===== src/design/m4ct_pkg.sv =====
// ----------------------------------------------------------------------------
// m4ct_pkg
// Shared types and constants of the 4x4 fixed-point transform unit.
// ----------------------------------------------------------------------------
package m4ct_pkg;

	localparam int DATA_W        = 32;
	localparam int PROD_W        = 2 * DATA_W;
	localparam int ACC_W         = PROD_W + 2;
	localparam int MAT_N         = 4;
	localparam int ROW_W         = $clog2(MAT_N);
	localparam int FRAC_BITS_DEF = 16;

	typedef logic signed [DATA_W-1:0] word_t;
	typedef logic signed [PROD_W-1:0] prod_t;
	typedef logic signed [ACC_W-1:0]  acc_t;
	typedef logic [ROW_W-1:0]         row_t;

	typedef enum logic [2:0] {
		OP_LOAD_CUR  = 3'd0,
		OP_LOAD_OPR  = 3'd1,
		OP_COMPOSE   = 3'd2,
		OP_TRANSFORM = 3'd3,
		OP_IDENTITY  = 3'd4,
		OP_READ      = 3'd5
	} op_t;

	localparam logic KIND_VEC  = 1'b0;
	localparam logic KIND_ELEM = 1'b1;

	// one multiply-accumulate step handed to the lanes
	typedef struct packed {
		logic vld;
		logic first;
		logic last;
	} mac_step_t;

endpackage


===== src/design/m4ct_lane.sv =====
// ----------------------------------------------------------------------------
// m4ct_lane
// One column lane: registered 32x32 product, then exact 66-bit accumulation.
// ----------------------------------------------------------------------------
module m4ct_lane import m4ct_pkg::*; (
	input  logic      clk,
	input  logic      arst_n,
	input  mac_step_t step,
	input  word_t     a,
	input  word_t     b,
	output acc_t      acc,
	output logic      done
);

	prod_t     prod_s1;
	mac_step_t step_s1;
	acc_t      acc_s2;
	logic      done_s2;
	acc_t      prod_ext;

	assign prod_ext = acc_t'(prod_s1);

	always_ff @(posedge clk or negedge arst_n) begin
		if (!arst_n) begin
			step_s1 <= '0;
			done_s2 <= 1'b0;
		end else begin
			step_s1 <= step;
			done_s2 <= step_s1.vld && step_s1.last;
		end
	end

	always_ff @(posedge clk) begin
		prod_s1 <= prod_t'(a) * prod_t'(b);
		if (step_s1.vld) begin
			if (step_s1.first) begin
				acc_s2 <= prod_ext;
			end else begin
				acc_s2 <= acc_s2 + prod_ext;
			end
		end
	end

	assign acc  = acc_s2;
	assign done = done_s2;

endmodule


===== config.mk =====
export PLATFORM = sky130hd
export DESIGN_NAME = m4ct_lane
export DESIGN_NICKNAME = d
export VERILOG_FILES = /design/src/design/m4ct_pkg.sv /design/src/design/m4ct_lane.sv
export SDC_FILE = /design/constraint.sdc
export NUM_CORES = 2
export LEC_CHECK = 0
export BUFFER_PORTS_ARGS = -buffer_cell sky130_fd_sc_hd__buf_4
export CELL_PAD_IN_SITES_DETAIL_PLACEMENT = 0
export CELL_PAD_IN_SITES_GLOBAL_PLACEMENT = 1
export CORE_MARGIN = 3
export CORE_UTILIZATION = 35
export DETAILED_ROUTE_END_ITERATION = 10
export PLACE_DENSITY = 0.67
export SLEW_MARGIN = 40
export SYNTH_ARGS = -nofsm -noshare
export SYNTH_HDL_FRONTEND = slang
export SYNTH_SLANG_ARGS = --single-unit

===== constraint.sdc =====
create_clock -name clk -period 3.5 [get_ports clk]
set_input_delay 0.35 -clock clk [delete_from_list [all_inputs] [get_ports clk]]
set_output_delay 0.35 -clock clk [all_outputs]
set_load 0.02 [all_outputs]

==> metrics.json <==
{
  "synth_top_area_cell": {"value": "fa_1"},
  "antenna_violations_before_repair": {"value": 2},
  "maximum_number_of_pins_on_one_net_before_global_route_repair": {"value": 74},
  "synthFlopType": {"value": "edfxtp_1"},
  "outcome": {"value": "finished with violations"},
  "finish.net_count": {"value": 6702},
  "hold_slack": {"value": 250.1, "unit": "ps"},
  "synth-async-reset-ratio": {"value": 2.985, "unit": "%"},
  "drt-vias-per-instance": {"value": 4.837},
  "diodes": {"value": 0},
  "cts_num_sinks": {"value": 134},
  "fp.dieArea": {"value": 131300, "unit": "µm²"},
  "worst_ep_required_time": {"value": 3820, "unit": "ps"},
  "floorplan.initialDensity": {"value": 35.31, "unit": "%"},
  "sort_of_element_at_the_end_of_the_critical_path": {"value": "flip-flop"},
  "clk-insertion-delay-late": {"value": 440, "unit": "ps"},
  "yosys_warnings": {"value": 0},
  "layoutNonFillerInstCount": {"value": 6964},
  "synth.area.top_cells": {"value": "fa_1 49%, inv_1 8.7%, and2_1 7.2%"},
  "postSynthAreaPerCell": {"value": 9.239, "unit": "µm²"},
  "cts_buffer_depth": {"value": 2},
  "timing.critical_path.arrival": {"value": 7290, "unit": "ps"},
  "route.detailed.wl_per_inst": {"value": 18.62, "unit": "µm"},
  "timing_worst_slew_pin_value": {"value": 759.2, "unit": "ps"},
  "fin_crit": {"value": 6978, "unit": "ps"},
  "finalHoldViolations": {"value": 0},
  "flow.area_growth_from_synthesis": {"value": 23.52, "unit": "%"},
  "setup.reg_to_reg.worst_slack": {"value": 90, "unit": "ps"},
  "residual_drc_count": {"value": 0},
  "post-route-period-util": {"value": 199.4, "unit": "%"},
  "grt_setup_unrepaired": {"value": "yes"},
  "achievable-frequency": {"value": 143.3, "unit": "MHz"},
  "timing.reg2reg.worst_path_depth": {"value": 14},
  "numPlacedInstances": {"value": 6848},
  "port_buffers": {"value": 135},
  "mappedNetlistArea": {"value": 44460, "unit": "µm²"},
  "final_cell_area": {"value": 54910, "unit": "µm²"},
  "fin_ws": {"value": -3478, "unit": "ps"},
  "synth_top_cells_by_count": {"value": "1083 x fa_1, 1034 x inv_1, 638 x nand2_1, 513 x and2_1, 256 x clkbuf_1"},
  "die-height": {"value": 362.4, "unit": "µm"},
  "postSynthCellCount": {"value": 4812},
  "endpoint": {"value": "prod_s1[55]$_DFF_P_"},
  "timing.setup.tns": {"value": -160290, "unit": "ps"},
  "clock-skew-final": {"value": 14.15, "unit": "ps"},
  "maxSlewViolCount": {"value": 0},
  "yosys.cell_count.top_type": {"value": "fa_1"},
  "synth_sequential_area_ratio": {"value": 7.565, "unit": "%"},
  "numCtsBuffers": {"value": 17},
  "detail-route-antenna-nets": {"value": 0},
  "detailroute.via_count": {"value": 33684},
  "globalRouteOverflowTotal": {"value": 0},
  "cts_tree": {"value": "built"},
  "drt-total-wl": {"value": 129700, "unit": "µm"},
  "critical_path.startpoint_type": {"value": "input pin"},
  "synth_cell_type_count": {"value": 76},
  "detailedPlacementHpwl": {"value": 111000, "unit": "µm"},
  "worst_r2r_endpoint": {"value": "acc[54]$_DFFE_PP_"},
  "syn_nets": {"value": 6213},
  "synth_seq_cells": {"value": 134},
  "via_count_of_the_first_global_routing_pass": {"value": 37327},
  "first_pass_iters": {"value": 5},
  "place.gp.congestion": {"value": 0.8625},
  "cts_h_tree_depth": {"value": 4},
  "path_clk_slew": {"value": 60, "unit": "ps"},
  "report.final.setup_viol": {"value": 59},
  "core.rowCount": {"value": 130},
  "synth-edff-count": {"value": 66},
  "fp.dieW": {"value": 362.4, "unit": "µm"},
  "grtUsageTotal": {"value": 20.28, "unit": "%"},
  "post_place_instance_area": {"value": 51300, "unit": "µm²"},
  "core-area": {"value": 125900, "unit": "µm²"},
  "drive_above_1_share": {"value": 21.98, "unit": "%"},
  "drt_iter0_markers": {"value": 1822},
  "grt_pass1_wl": {"value": 210800, "unit": "µm"},
  "cts_root_buf": {"value": "clkbuf_16"},
  "critical_path.reg2reg.startpoint": {"value": "acc[0]$_DFFE_PP_"},
  "holdCritPathClass": {"value": "input pin to asynchronous set/reset pin"},
  "drv_cap": {"value": 0},
  "worst-setup-path-type": {"value": "input pin to flip-flop"},
  "cp-startpoint": {"value": "b[4]"},
  "timing.max_slew.rel_slack": {"value": 49.39, "unit": "%"},
  "failing_checks": {"value": "negative setup slack"},
  "design.portCount": {"value": 136},
  "timing.critical_path.fanout_max": {"value": 4},
  "synthDominantCellAreaShare": {"value": 48.77, "unit": "%"}
}
==> worst min-delay path by stage <==
stage	start	endpoint	slack (ps)	depth (start not counted)
finish	arst_n	done$_DFF_PN0_	250	2
global placement	arst_n	done$_DFF_PN0_	150	1
CTS	arst_n	done$_DFF_PN0_	210	2
global route	arst_n	done$_DFF_PN0_	240	2
detailed placement	arst_n	done$_DFF_PN0_	150	1
floorplan	arst_n	done$_DFF_PN0_	50	0
==> worst max-delay path: stages <==
cell and delay (ps):
buf_12 110, buf_6 110, buf_8 120, buf_12 140, nand2_4 50, fa_1 440
fa_1 600, fa_2 470, fa_1 540, inv_2 40, fa_1 550, fa_2 440
fa_2 580, inv_2 50, fa_1 570, inv_2 60, ha_4 250, a21o_1 200
a31oi_2 170, o211ai_1 170, and3_1 190, a221o_2 400, buf_6 150, o31ai_4 230
o211ai_1 130, xor2_1 160
==> final cells by class <==
class,instances,area [µm²]
Multi-Input combinational cell,3388,38320
Inverter,1034,3887
Clock buffer,17,425.4
Sequential cell,134,3368
Timing Repair Buffer,726,6705
Fill cell,12292,70980
Clock inverter,15,143.9
Tap cell,1650,2064
==> cell families after synthesis <==
family	after synthesis	synth area share, %
AO/OA/AOI/OAI	502	7.328
flip-flops	134	7.565
multiplexers	5	0.1238
AND/OR/NAND/NOR	1423	15.84
adder cells (fa/ha/maj)	1332	55.77
buffers and inverters	1290	10.89
XOR/XNOR	126	2.482
==> state kept, by name, summed over array words and instances (netlist names) <==
register and flops:
done 1, acc 66, prod_s1 64, step_s1 3
==> through the flow <==
stage	worst slack (ps)	utilization, %
global placement	-4263	40.75
floorplan	-3685	-
global route	-3660	43.62
finish	-3478	43.62
detailed placement	-4323	40.75
CTS	-3338	42.57
==> repair_timing <==
action                                  CTS  global route
setup buffers                            50            47
gates cloned                              5             2
pin swaps                               148           208
resized for setup                       290           251
endpoints found under the setup margin   61            71
endpoints found under the hold margin     7             0
hold buffers                              4             0
==> cell usage in the layout, fill, tap and decap left out, drive strengths merged, types with 9 or more instances in the layout <==
master / instances
buf: 720
o31ai: 12
a31oi: 19
o211ai: 16
nand2: 639
nand4: 31
ha: 249
xnor2: 82
nor2b: 9
nor2: 100
xor2: 44
and3: 17
inv: 1039
o21ai: 113
o21a: 20
and2: 513
edfxtp: 66
nor3: 21
o21bai: 23
dfxtp: 64
a21o: 82
fa: 1083
a211oi: 13
a21oi: 139
nand2b: 19
nand3: 31
clkbuf: 19
==> per-layer routing <==
| layer | up-vias | GRT usage, % | part of all wire, % |
|---|---|---|---|
| met1 | 17608 | 28.50 | 46 |
| li1 | 15379 | - | - |
| met2 | 617 | 34.85 | 49 |
| met4 | 2 | 2.717 | 1.2 |
| met5 | - | 0 | 0.010 |
| met3 | 78 | 1.923 | 4.0 |
Power is not shown: default switching activity piles up to over one toggle a cycle in this logic, so the estimate is an artifact.
