===== src/design/m4ct_pkg.sv =====
// ----------------------------------------------------------------------------
// m4ct_pkg
// Shared types and constants of the 4x4 fixed-point transform unit.
// ----------------------------------------------------------------------------
package m4ct_pkg;

	localparam int DATA_W        = 32;
	localparam int PROD_W        = 2 * DATA_W;
	localparam int ACC_W         = PROD_W + 2;
	localparam int MAT_N         = 4;
	localparam int ROW_W         = $clog2(MAT_N);
	localparam int FRAC_BITS_DEF = 16;

	typedef logic signed [DATA_W-1:0] word_t;
	typedef logic signed [PROD_W-1:0] prod_t;
	typedef logic signed [ACC_W-1:0]  acc_t;
	typedef logic [ROW_W-1:0]         row_t;

	typedef enum logic [2:0] {
		OP_LOAD_CUR  = 3'd0,
		OP_LOAD_OPR  = 3'd1,
		OP_COMPOSE   = 3'd2,
		OP_TRANSFORM = 3'd3,
		OP_IDENTITY  = 3'd4,
		OP_READ      = 3'd5
	} op_t;

	localparam logic KIND_VEC  = 1'b0;
	localparam logic KIND_ELEM = 1'b1;

	// one multiply-accumulate step handed to the lanes
	typedef struct packed {
		logic vld;
		logic first;
		logic last;
	} mac_step_t;

endpackage


===== src/design/m4ct_merge.sv =====
// ----------------------------------------------------------------------------
// m4ct_merge
// Collects the lane sums, rounds half up to the fraction width and saturates.
// ----------------------------------------------------------------------------
module m4ct_merge import m4ct_pkg::*; #(
	parameter int FRAC_BITS = FRAC_BITS_DEF
) (
	input  logic  clk,
	input  logic  arst_n,
	input  acc_t  acc [MAT_N],
	input  logic  done_in,
	output word_t res [MAT_N],
	output logic  done
);

	localparam acc_t HALF    = acc_t'(1) <<< (FRAC_BITS - 1);
	localparam acc_t SAT_MAX = acc_t'({1'b0, {(DATA_W-1){1'b1}}});
	localparam acc_t SAT_MIN = -(SAT_MAX + acc_t'(1));

	word_t res_s3 [MAT_N];
	logic  done_s3;
	word_t rnd    [MAT_N];
	acc_t  shifted[MAT_N];

	always_comb begin
		for (int i = 0; i < MAT_N; i++) begin
			shifted[i] = (acc[i] + HALF) >>> FRAC_BITS;
			if (shifted[i] > SAT_MAX) begin
				rnd[i] = SAT_MAX[DATA_W-1:0];
			end else if (shifted[i] < SAT_MIN) begin
				rnd[i] = SAT_MIN[DATA_W-1:0];
			end else begin
				rnd[i] = shifted[i][DATA_W-1:0];
			end
		end
	end

	always_ff @(posedge clk or negedge arst_n) begin
		if (!arst_n) begin
			done_s3 <= 1'b0;
		end else begin
			done_s3 <= done_in;
		end
	end

	always_ff @(posedge clk) begin
		if (done_in) begin
			res_s3 <= rnd;
		end
	end

	assign res  = res_s3;
	assign done = done_s3;

endmodule


===== config.mk =====
export PLATFORM = sky130hd
export DESIGN_NAME = m4ct_merge
export DESIGN_NICKNAME = d
export VERILOG_FILES = /design/src/design/m4ct_pkg.sv /design/src/design/m4ct_merge.sv
export SDC_FILE = /design/constraint.sdc
export NUM_CORES = 1
export LEC_CHECK = 0
export BUFFER_PORTS_ARGS = -buffer_cell sky130_fd_sc_hd__buf_2
export CORE_AREA = 3 3 155 157
export CTS_BUF_LIST = sky130_fd_sc_hd__clkbuf_8
export DETAILED_ROUTE_END_ITERATION = 8
export DIE_AREA = 0 0 158 160
export GPL_TIMING_DRIVEN = 0
export HOLD_SLACK_MARGIN = 0.15
export PLACE_DENSITY = 0.7
export SLEW_MARGIN = 20
export SYNTH_ARGS = -nofsm -noshare
export SYNTH_HDL_FRONTEND = slang
export SYNTH_SLANG_ARGS = --single-unit

===== constraint.sdc =====
create_clock -name clk -period 0.8 [get_ports clk]
set_clock_uncertainty 0.05 [all_clocks]
set_input_delay 0.24 -clock clk [delete_from_list [all_inputs] [get_ports clk]]
set_output_delay 0.24 -clock clk [all_outputs]
set_load 0.05 [all_outputs]

==> results of run 1 <==
==> how the worst max path moves through the flow <==
stage               endpoint  slack [ps]  cells after the start
floorplan             res[1]       -1990                      9
global placement    res[107]       -2610                     10
detailed placement  res[124]       -2620                     10
CTS                  res[29]       -1750                     12
global route         res[45]       -1840                     13
finish               res[52]       -1790                     13
==> metal layers <==
metal	part of all wire	global-route usage	vias up
met5	0	0	-
met4	0.041	0.120	0
met3	0.075	0.0545	101
met2	0.51	0.451	540
met1	0.37	0.312	4960
li1	-	-	4802
==> layout by cell type (no fill, tap or decap), types with 9 or more instances in the layout <==
cell type and n:
a21oi_1 12, clkbuf_8 21, buf_8 41, and4_1 19, nor2_1 47, buf_6 177
buf_4 108, xnor2_1 62, nor4_4 16, buf_12 10, xor2_1 89, nand3_1 66
nor3_1 24, and2_1 9, and3_1 35, o21ai_2 88, a21oi_2 28, inv_1 19
edfxtp_1 128, nand4_1 54, nand3_4 14, buf_2 133, nand2_1 65
==> worst max-delay path, cell delays in order <==
cell and delay [ps]:
buf_8 70, nand4_1 240, nor2_4 240, buf_6 120, nand4_1 90, buf_6 160, xnor2_4 150, a2111oi_4 340
o2111ai_2 210, o41ai_4 460, buf_6 200, buf_8 140, o21ai_4 60
==> final cells by class <==
| cell class | instances | share of cell area |
|---|---|---|
| buffer | 32 | 0.0231 |
| clock buffer | 17 | 0.0145 |
| timing repair buffer | 469 | 0.272 |
| clock inverter | 15 | 0.00605 |
| inverter | 20 | 0.00465 |
| sequential | 129 | 0.240 |
| multi-input combinational | 814 | 0.418 |
| antenna | 2 | 0.000310 |
| tap | 285 | 0.0221 |
==> where the power goes <==
| part | internal (mW) | switching [mW] |
|---|---|---|
| Combinational | 2.98 | 4.38 |
| Clock | 2.10 | 2.87 |
| Sequential | 8.11 | 0.301 |
| Total | 13.2 | 7.56 |
==> per-stage QoR <==
stage          setup TNS [ps]  instances  cell area, sq um
3_5_place_dp          -399920       1613             12000
6_report              -278490       1783             16100
3_3_place_gp          -589680       1612             11900
5_1_grt               -292440       1783             16100
2_1_floorplan         -249490        999              9940
4_1_cts               -268780       1741             15300
==> kinds of logic (layout without fill, tap and decap cells) <==
group           after synthesis  in the layout
buf+inv                      57            553
fa+ha+maj                     4              4
flops                       129            129
compound gates              203            203
mux                           3              3
other cells                   0              2
simple gates                443            444
xor+xnor                    160            160
==> sequential cells by signal, indices dropped and copies added, names as in the netlist <==
name  count
done      1
res     128
==> repair_timing <==
item,in CTS,in global routing
endpoints found under the setup margin,319,258
gates cloned,16,3
pin swaps,100,72
buffers inserted,83,41
gates resized for setup,570,122
endpoints found under the hold margin,130,91
==> results by group, run 1 <==
STA
  • Max Fclk: 386 MHz
  • Slew Viols, Final: 0
  • Crit share post-route: 3.24
  • Hold_ws: 72.1 ps
  • RSZ-0062 raised after global routing: yes
  • Minimum clock period: 2590 ps
  • Final worst slack: -1790 ps
  • Setup violators final: 257
  • Worst Tran Pin Value: 664 ps
  • Final Hold Violating Endpoints: 0
  • Slew HR: 0.554

Setup path
  • Critical path startpoint: acc[92]
  • Crit end category: register
  • Critical Path RT: 950 ps
  • Kind of start point of the critical path: input pin
  • Critical Path AT: 2740 ps
  • WS Path Type: in -> reg
  • Crit-path max FO: 5

Synthesis
  • Yosys reg bits: 129
  • Post-synthesis simple-gate area fraction: 0.268
  • Post-synthesis mux area share: 0.00344
  • YS warnings: 0
  • Share of the synthesized area in the top cell type: 0.406
  • Largest family of logic cells by synthesized area: simple AND/OR/NAND/NOR gates
  • Mapped Area: 9460 sq um
  • Main synth FF type: edfxtp_1
  • Syn Area/Cell: 9.47 sq um
  • Ranking of synthesized cells by area: edfxtp_1, xor2_1, xnor2_1
  • EDFF count, synth: 128
  • Compound-cell area share of the yosys netlist: 0.140
  • Sequential share of the synthesized area: 0.409
  • Synth unique cells: 69
  • Count leader, synth: edfxtp_1
  • Adder-Cell Fraction of Synth Area: 0.00529
  • Net count after synthesis: 1,270
  • Async set-reset flop share out of synthesis: 0.00775
  • Dominant cell type by area after synthesis: edfxtp_1
  • Synth Area in XOR/XNOR: 0.148
  • Synth top cells by count: edfxtp_1, xor2_1, nand3_1
  • Gate Count Post-Synth: 999

Detailed routing
  • # DRC: 0
  • Final ANT Viol Nets: 0
  • Routed wire length: 35,500 microns
  • Via count: 10,400
  • Via density: 5.83
  • Detailed Routing Iterations Pass 1: 6
  • 1st-iter DRT viols: 733
  • WL/cell: 19.9 microns

Floorplanning
  • Core Box Area: 22,600 sq um
  • DIE AREA: 25,300 sq um
  • Site Rows: 55
  • I/O Pins: 396
  • DIE HEIGHT: 160 microns
  • Starting Density: 0.418
  • Die Wd: 158 microns

GRT
  • First-pass GRT wire length: 53,200 microns
  • Antenna violations before repair: 2
  • Vias in the first global route: 10,200
  • GRT Util Overall: 0.262
  • Largest net degree at the start of global routing: 36
  • Residual overflow from global routing: 0

Place
  • Dpl ws: -2620 ps
  • Port Buffers: 328
  • Routability cong.: 0.910
  • HPWL after DPL: 22,800 microns

Clocking
  • # hold bufs at CTS: 2
  • CTS tree: done
  • H-Tree Depth: 4
  • Clock transition at path regs: 80 ps
  • Root Buffer: clkbuf_8
  • Clock buffer depth: 2
  • Clock sink count: 129
  • Num CTS Buffers: 17

Power and ir drop
  • Pleak: 6.25 nW
  • Max VDD drop: 0.000971 V
  • Pwr/cell area: 1290 nW/um^2
  • Overall power: 20.7 mW

Finish
  • Reg area: 3870 sq um
  • Filler cells: 1,544
  • Fin util: 0.713
  • Layout area overhead: 70.5%
  • Nets: 1,754
  • Area occupied by multi-input gates: 6740 sq um
  • Layout cells sized above 1: 0.525

Run status
  • Status: finished with violations
  • Failing checks: setup timing

Flow run
  • Max_cap viols: 0

Worst hold path
  • Path type of the worst min-delay path: in -> async
Note: power is estimated with default switching activity, not from simulation.
==> run 2, diff against run 1 <==
Settings changed: CORE_AREA 3 3 155 157 to 2 2 154 156, DIE_AREA 0 0 158 160 to 0 0 156 158.
==> results by group, run 2 (synthesized netlist as in run 1, its figures left out) <==
Detailed routing
  • Via count: 10,300
  • Via density: 5.79
  • Final ANT Viol Nets: 0
  • Routed wire length: 34,800 microns
  • 1st-iter DRT viols: 720
  • WL/cell: 19.5 microns
  • # DRC: 0
  • Detailed Routing Iterations Pass 1: 5

Floorplanning
  • Starting Density: 0.410
  • DIE AREA: 24,600 sq um
  • Die Wd: 156 microns
  • Site Rows: 56
  • DIE HEIGHT: 158 microns
  • Core Box Area: 23,100 sq um
  • I/O Pins: 396

GRT
  • Largest net degree at the start of global routing: 54
  • GRT Util Overall: 0.260
  • First-pass GRT wire length: 50,400 microns
  • Vias in the first global route: 9,675
  • Antenna violations before repair: 3
  • Residual overflow from global routing: 0

Finish
  • Most common cell after layout, fill and taps aside: buf_6
  • Layout area overhead: 68.3%
  • Commonest cells after routing, fill and taps aside: buf_6, buf_2, edfxtp_1
  • Final Cell Area: 15,900 sq um
  • Nets: 1,745
  • Layout cells sized above 1: 0.514
  • Max reg flops: 128
  • Fin cells: 1,779
  • Fin util: 0.691

Clocking
  • H-Tree Depth: 4
  • Clock buffer depth: 2
  • Root Buffer: clkbuf_8
  • Num CTS Buffers: 17
  • Clock sink count: 129
  • Clock transition at path regs: 80 ps
  • # hold bufs at CTS: 2
  • CTS tree: done

STA
  • RSZ-0062 raised after global routing: yes
  • Hold_ws: 90.5 ps
  • Max Fclk: 377 MHz
  • Slew HR: 0.574
  • Crit share post-route: 3.31
  • Final Hold Violating Endpoints: 0
  • Final worst slack: -1850 ps
  • Setup TNS: -282,220 ps
  • Minimum clock period: 2650 ps
  • Slew Viols, Final: 0
  • Worst Tran Pin Value: 634 ps
  • Setup violators final: 258

Setup path
  • Critical Path AT: 2810 ps
  • WS Path Type: in -> reg
  • Kind of start point of the critical path: input pin
  • Critical Path RT: 960 ps
  • Crit end category: register
  • Crit-path max FO: 6

Place
  • Routability cong.: 0.909
  • Placed Area: 12,000 sq um
  • HPWL after DPL: 22,300 microns
  • Cells after DPL: 1,618
  • Dpl ws: -2610 ps
  • Port Buffers: 328

Worst hold path
  • Path type of the worst min-delay path: in -> reg

Run status
  • Failing checks: setup timing
  • Status: finished with violations

Power and ir drop
  • Pwr/cell area: 1370 nW/um^2
  • Max VDD drop: 0.000948 V
  • Overall power: 21.8 mW
  • Pleak: 6.19 nW

Flow run
  • Max_cap viols: 0
run 2: cell count changes in the layout (fill, tap and decap cells not counted), sizes merged:
cell,delta
inv,-2
clkinv,-2
bufbuf,-1
buf,-5
clkinvlp,-1
bufinv,+4
clkbuf,-4
diode,+1
dlygate4sd3,+1
run 2: report_power, final:
group | leakage, nW | switching, mW | internal (mW)
registers | 1.27 | 0.292 | 8.11
clock network | 0.205 | 2.87 | 3.37
logic | 4.72 | 4.35 | 2.83
total | 6.19 | 7.52 | 14.3
run 2: critical path, stage by stage:
cell and delay (ps):
buf_2 140, nand4_1 170, or4_4 590, nor3_2 330, nand3_1 160, a211oi_1 270
nand4_1 150, o31ai_2 280, buf_6 200, buf_6 120, buf_16 110, o21ai_2 50
run 2: path summary, 6_finish.rpt:
path	from	to	slack [ps]	depth (start not counted)
worst max-delay path	acc[182]	res[82]	-1850	12
worst min-delay path	acc[37]	res[21]	90	3
max in group asynchronous	arst_n	done	-10	3
min in group asynchronous	arst_n	done	590	3
run 2: per-layer routing:
metal,vias to the layer above,share of wire,GRT usage
met2,479,0.49,0.448
met1,4907,0.39,0.311
met4,0,0.040,0.114
met3,102,0.075,0.0600
met5,-,0,0
li1,4807,-,-
run 2: repair_timing:
item / in CTS / in global routing
pin swaps: 89 / 48
gates resized for setup: 520 / 105
setup buffers: 71 / 40
endpoints found under the hold margin: 146 / 99
endpoints found under the setup margin: 334 / 257
cloned: 15 / 3
run 2: layout make-up:
cell class / count / area, sq um
Buffer: 33 / 383
Multi-Input combinational cell: 814 / 6670
Antenna cell: 3 / 7.51
Sequential cell: 129 / 3870
Inverter: 20 / 75.1
Fill cell: 1627 / 7130
Clock buffer: 17 / 234
Timing Repair Buffer: 459 / 4140
Clock inverter: 14 / 191
Tap cell: 290 / 363
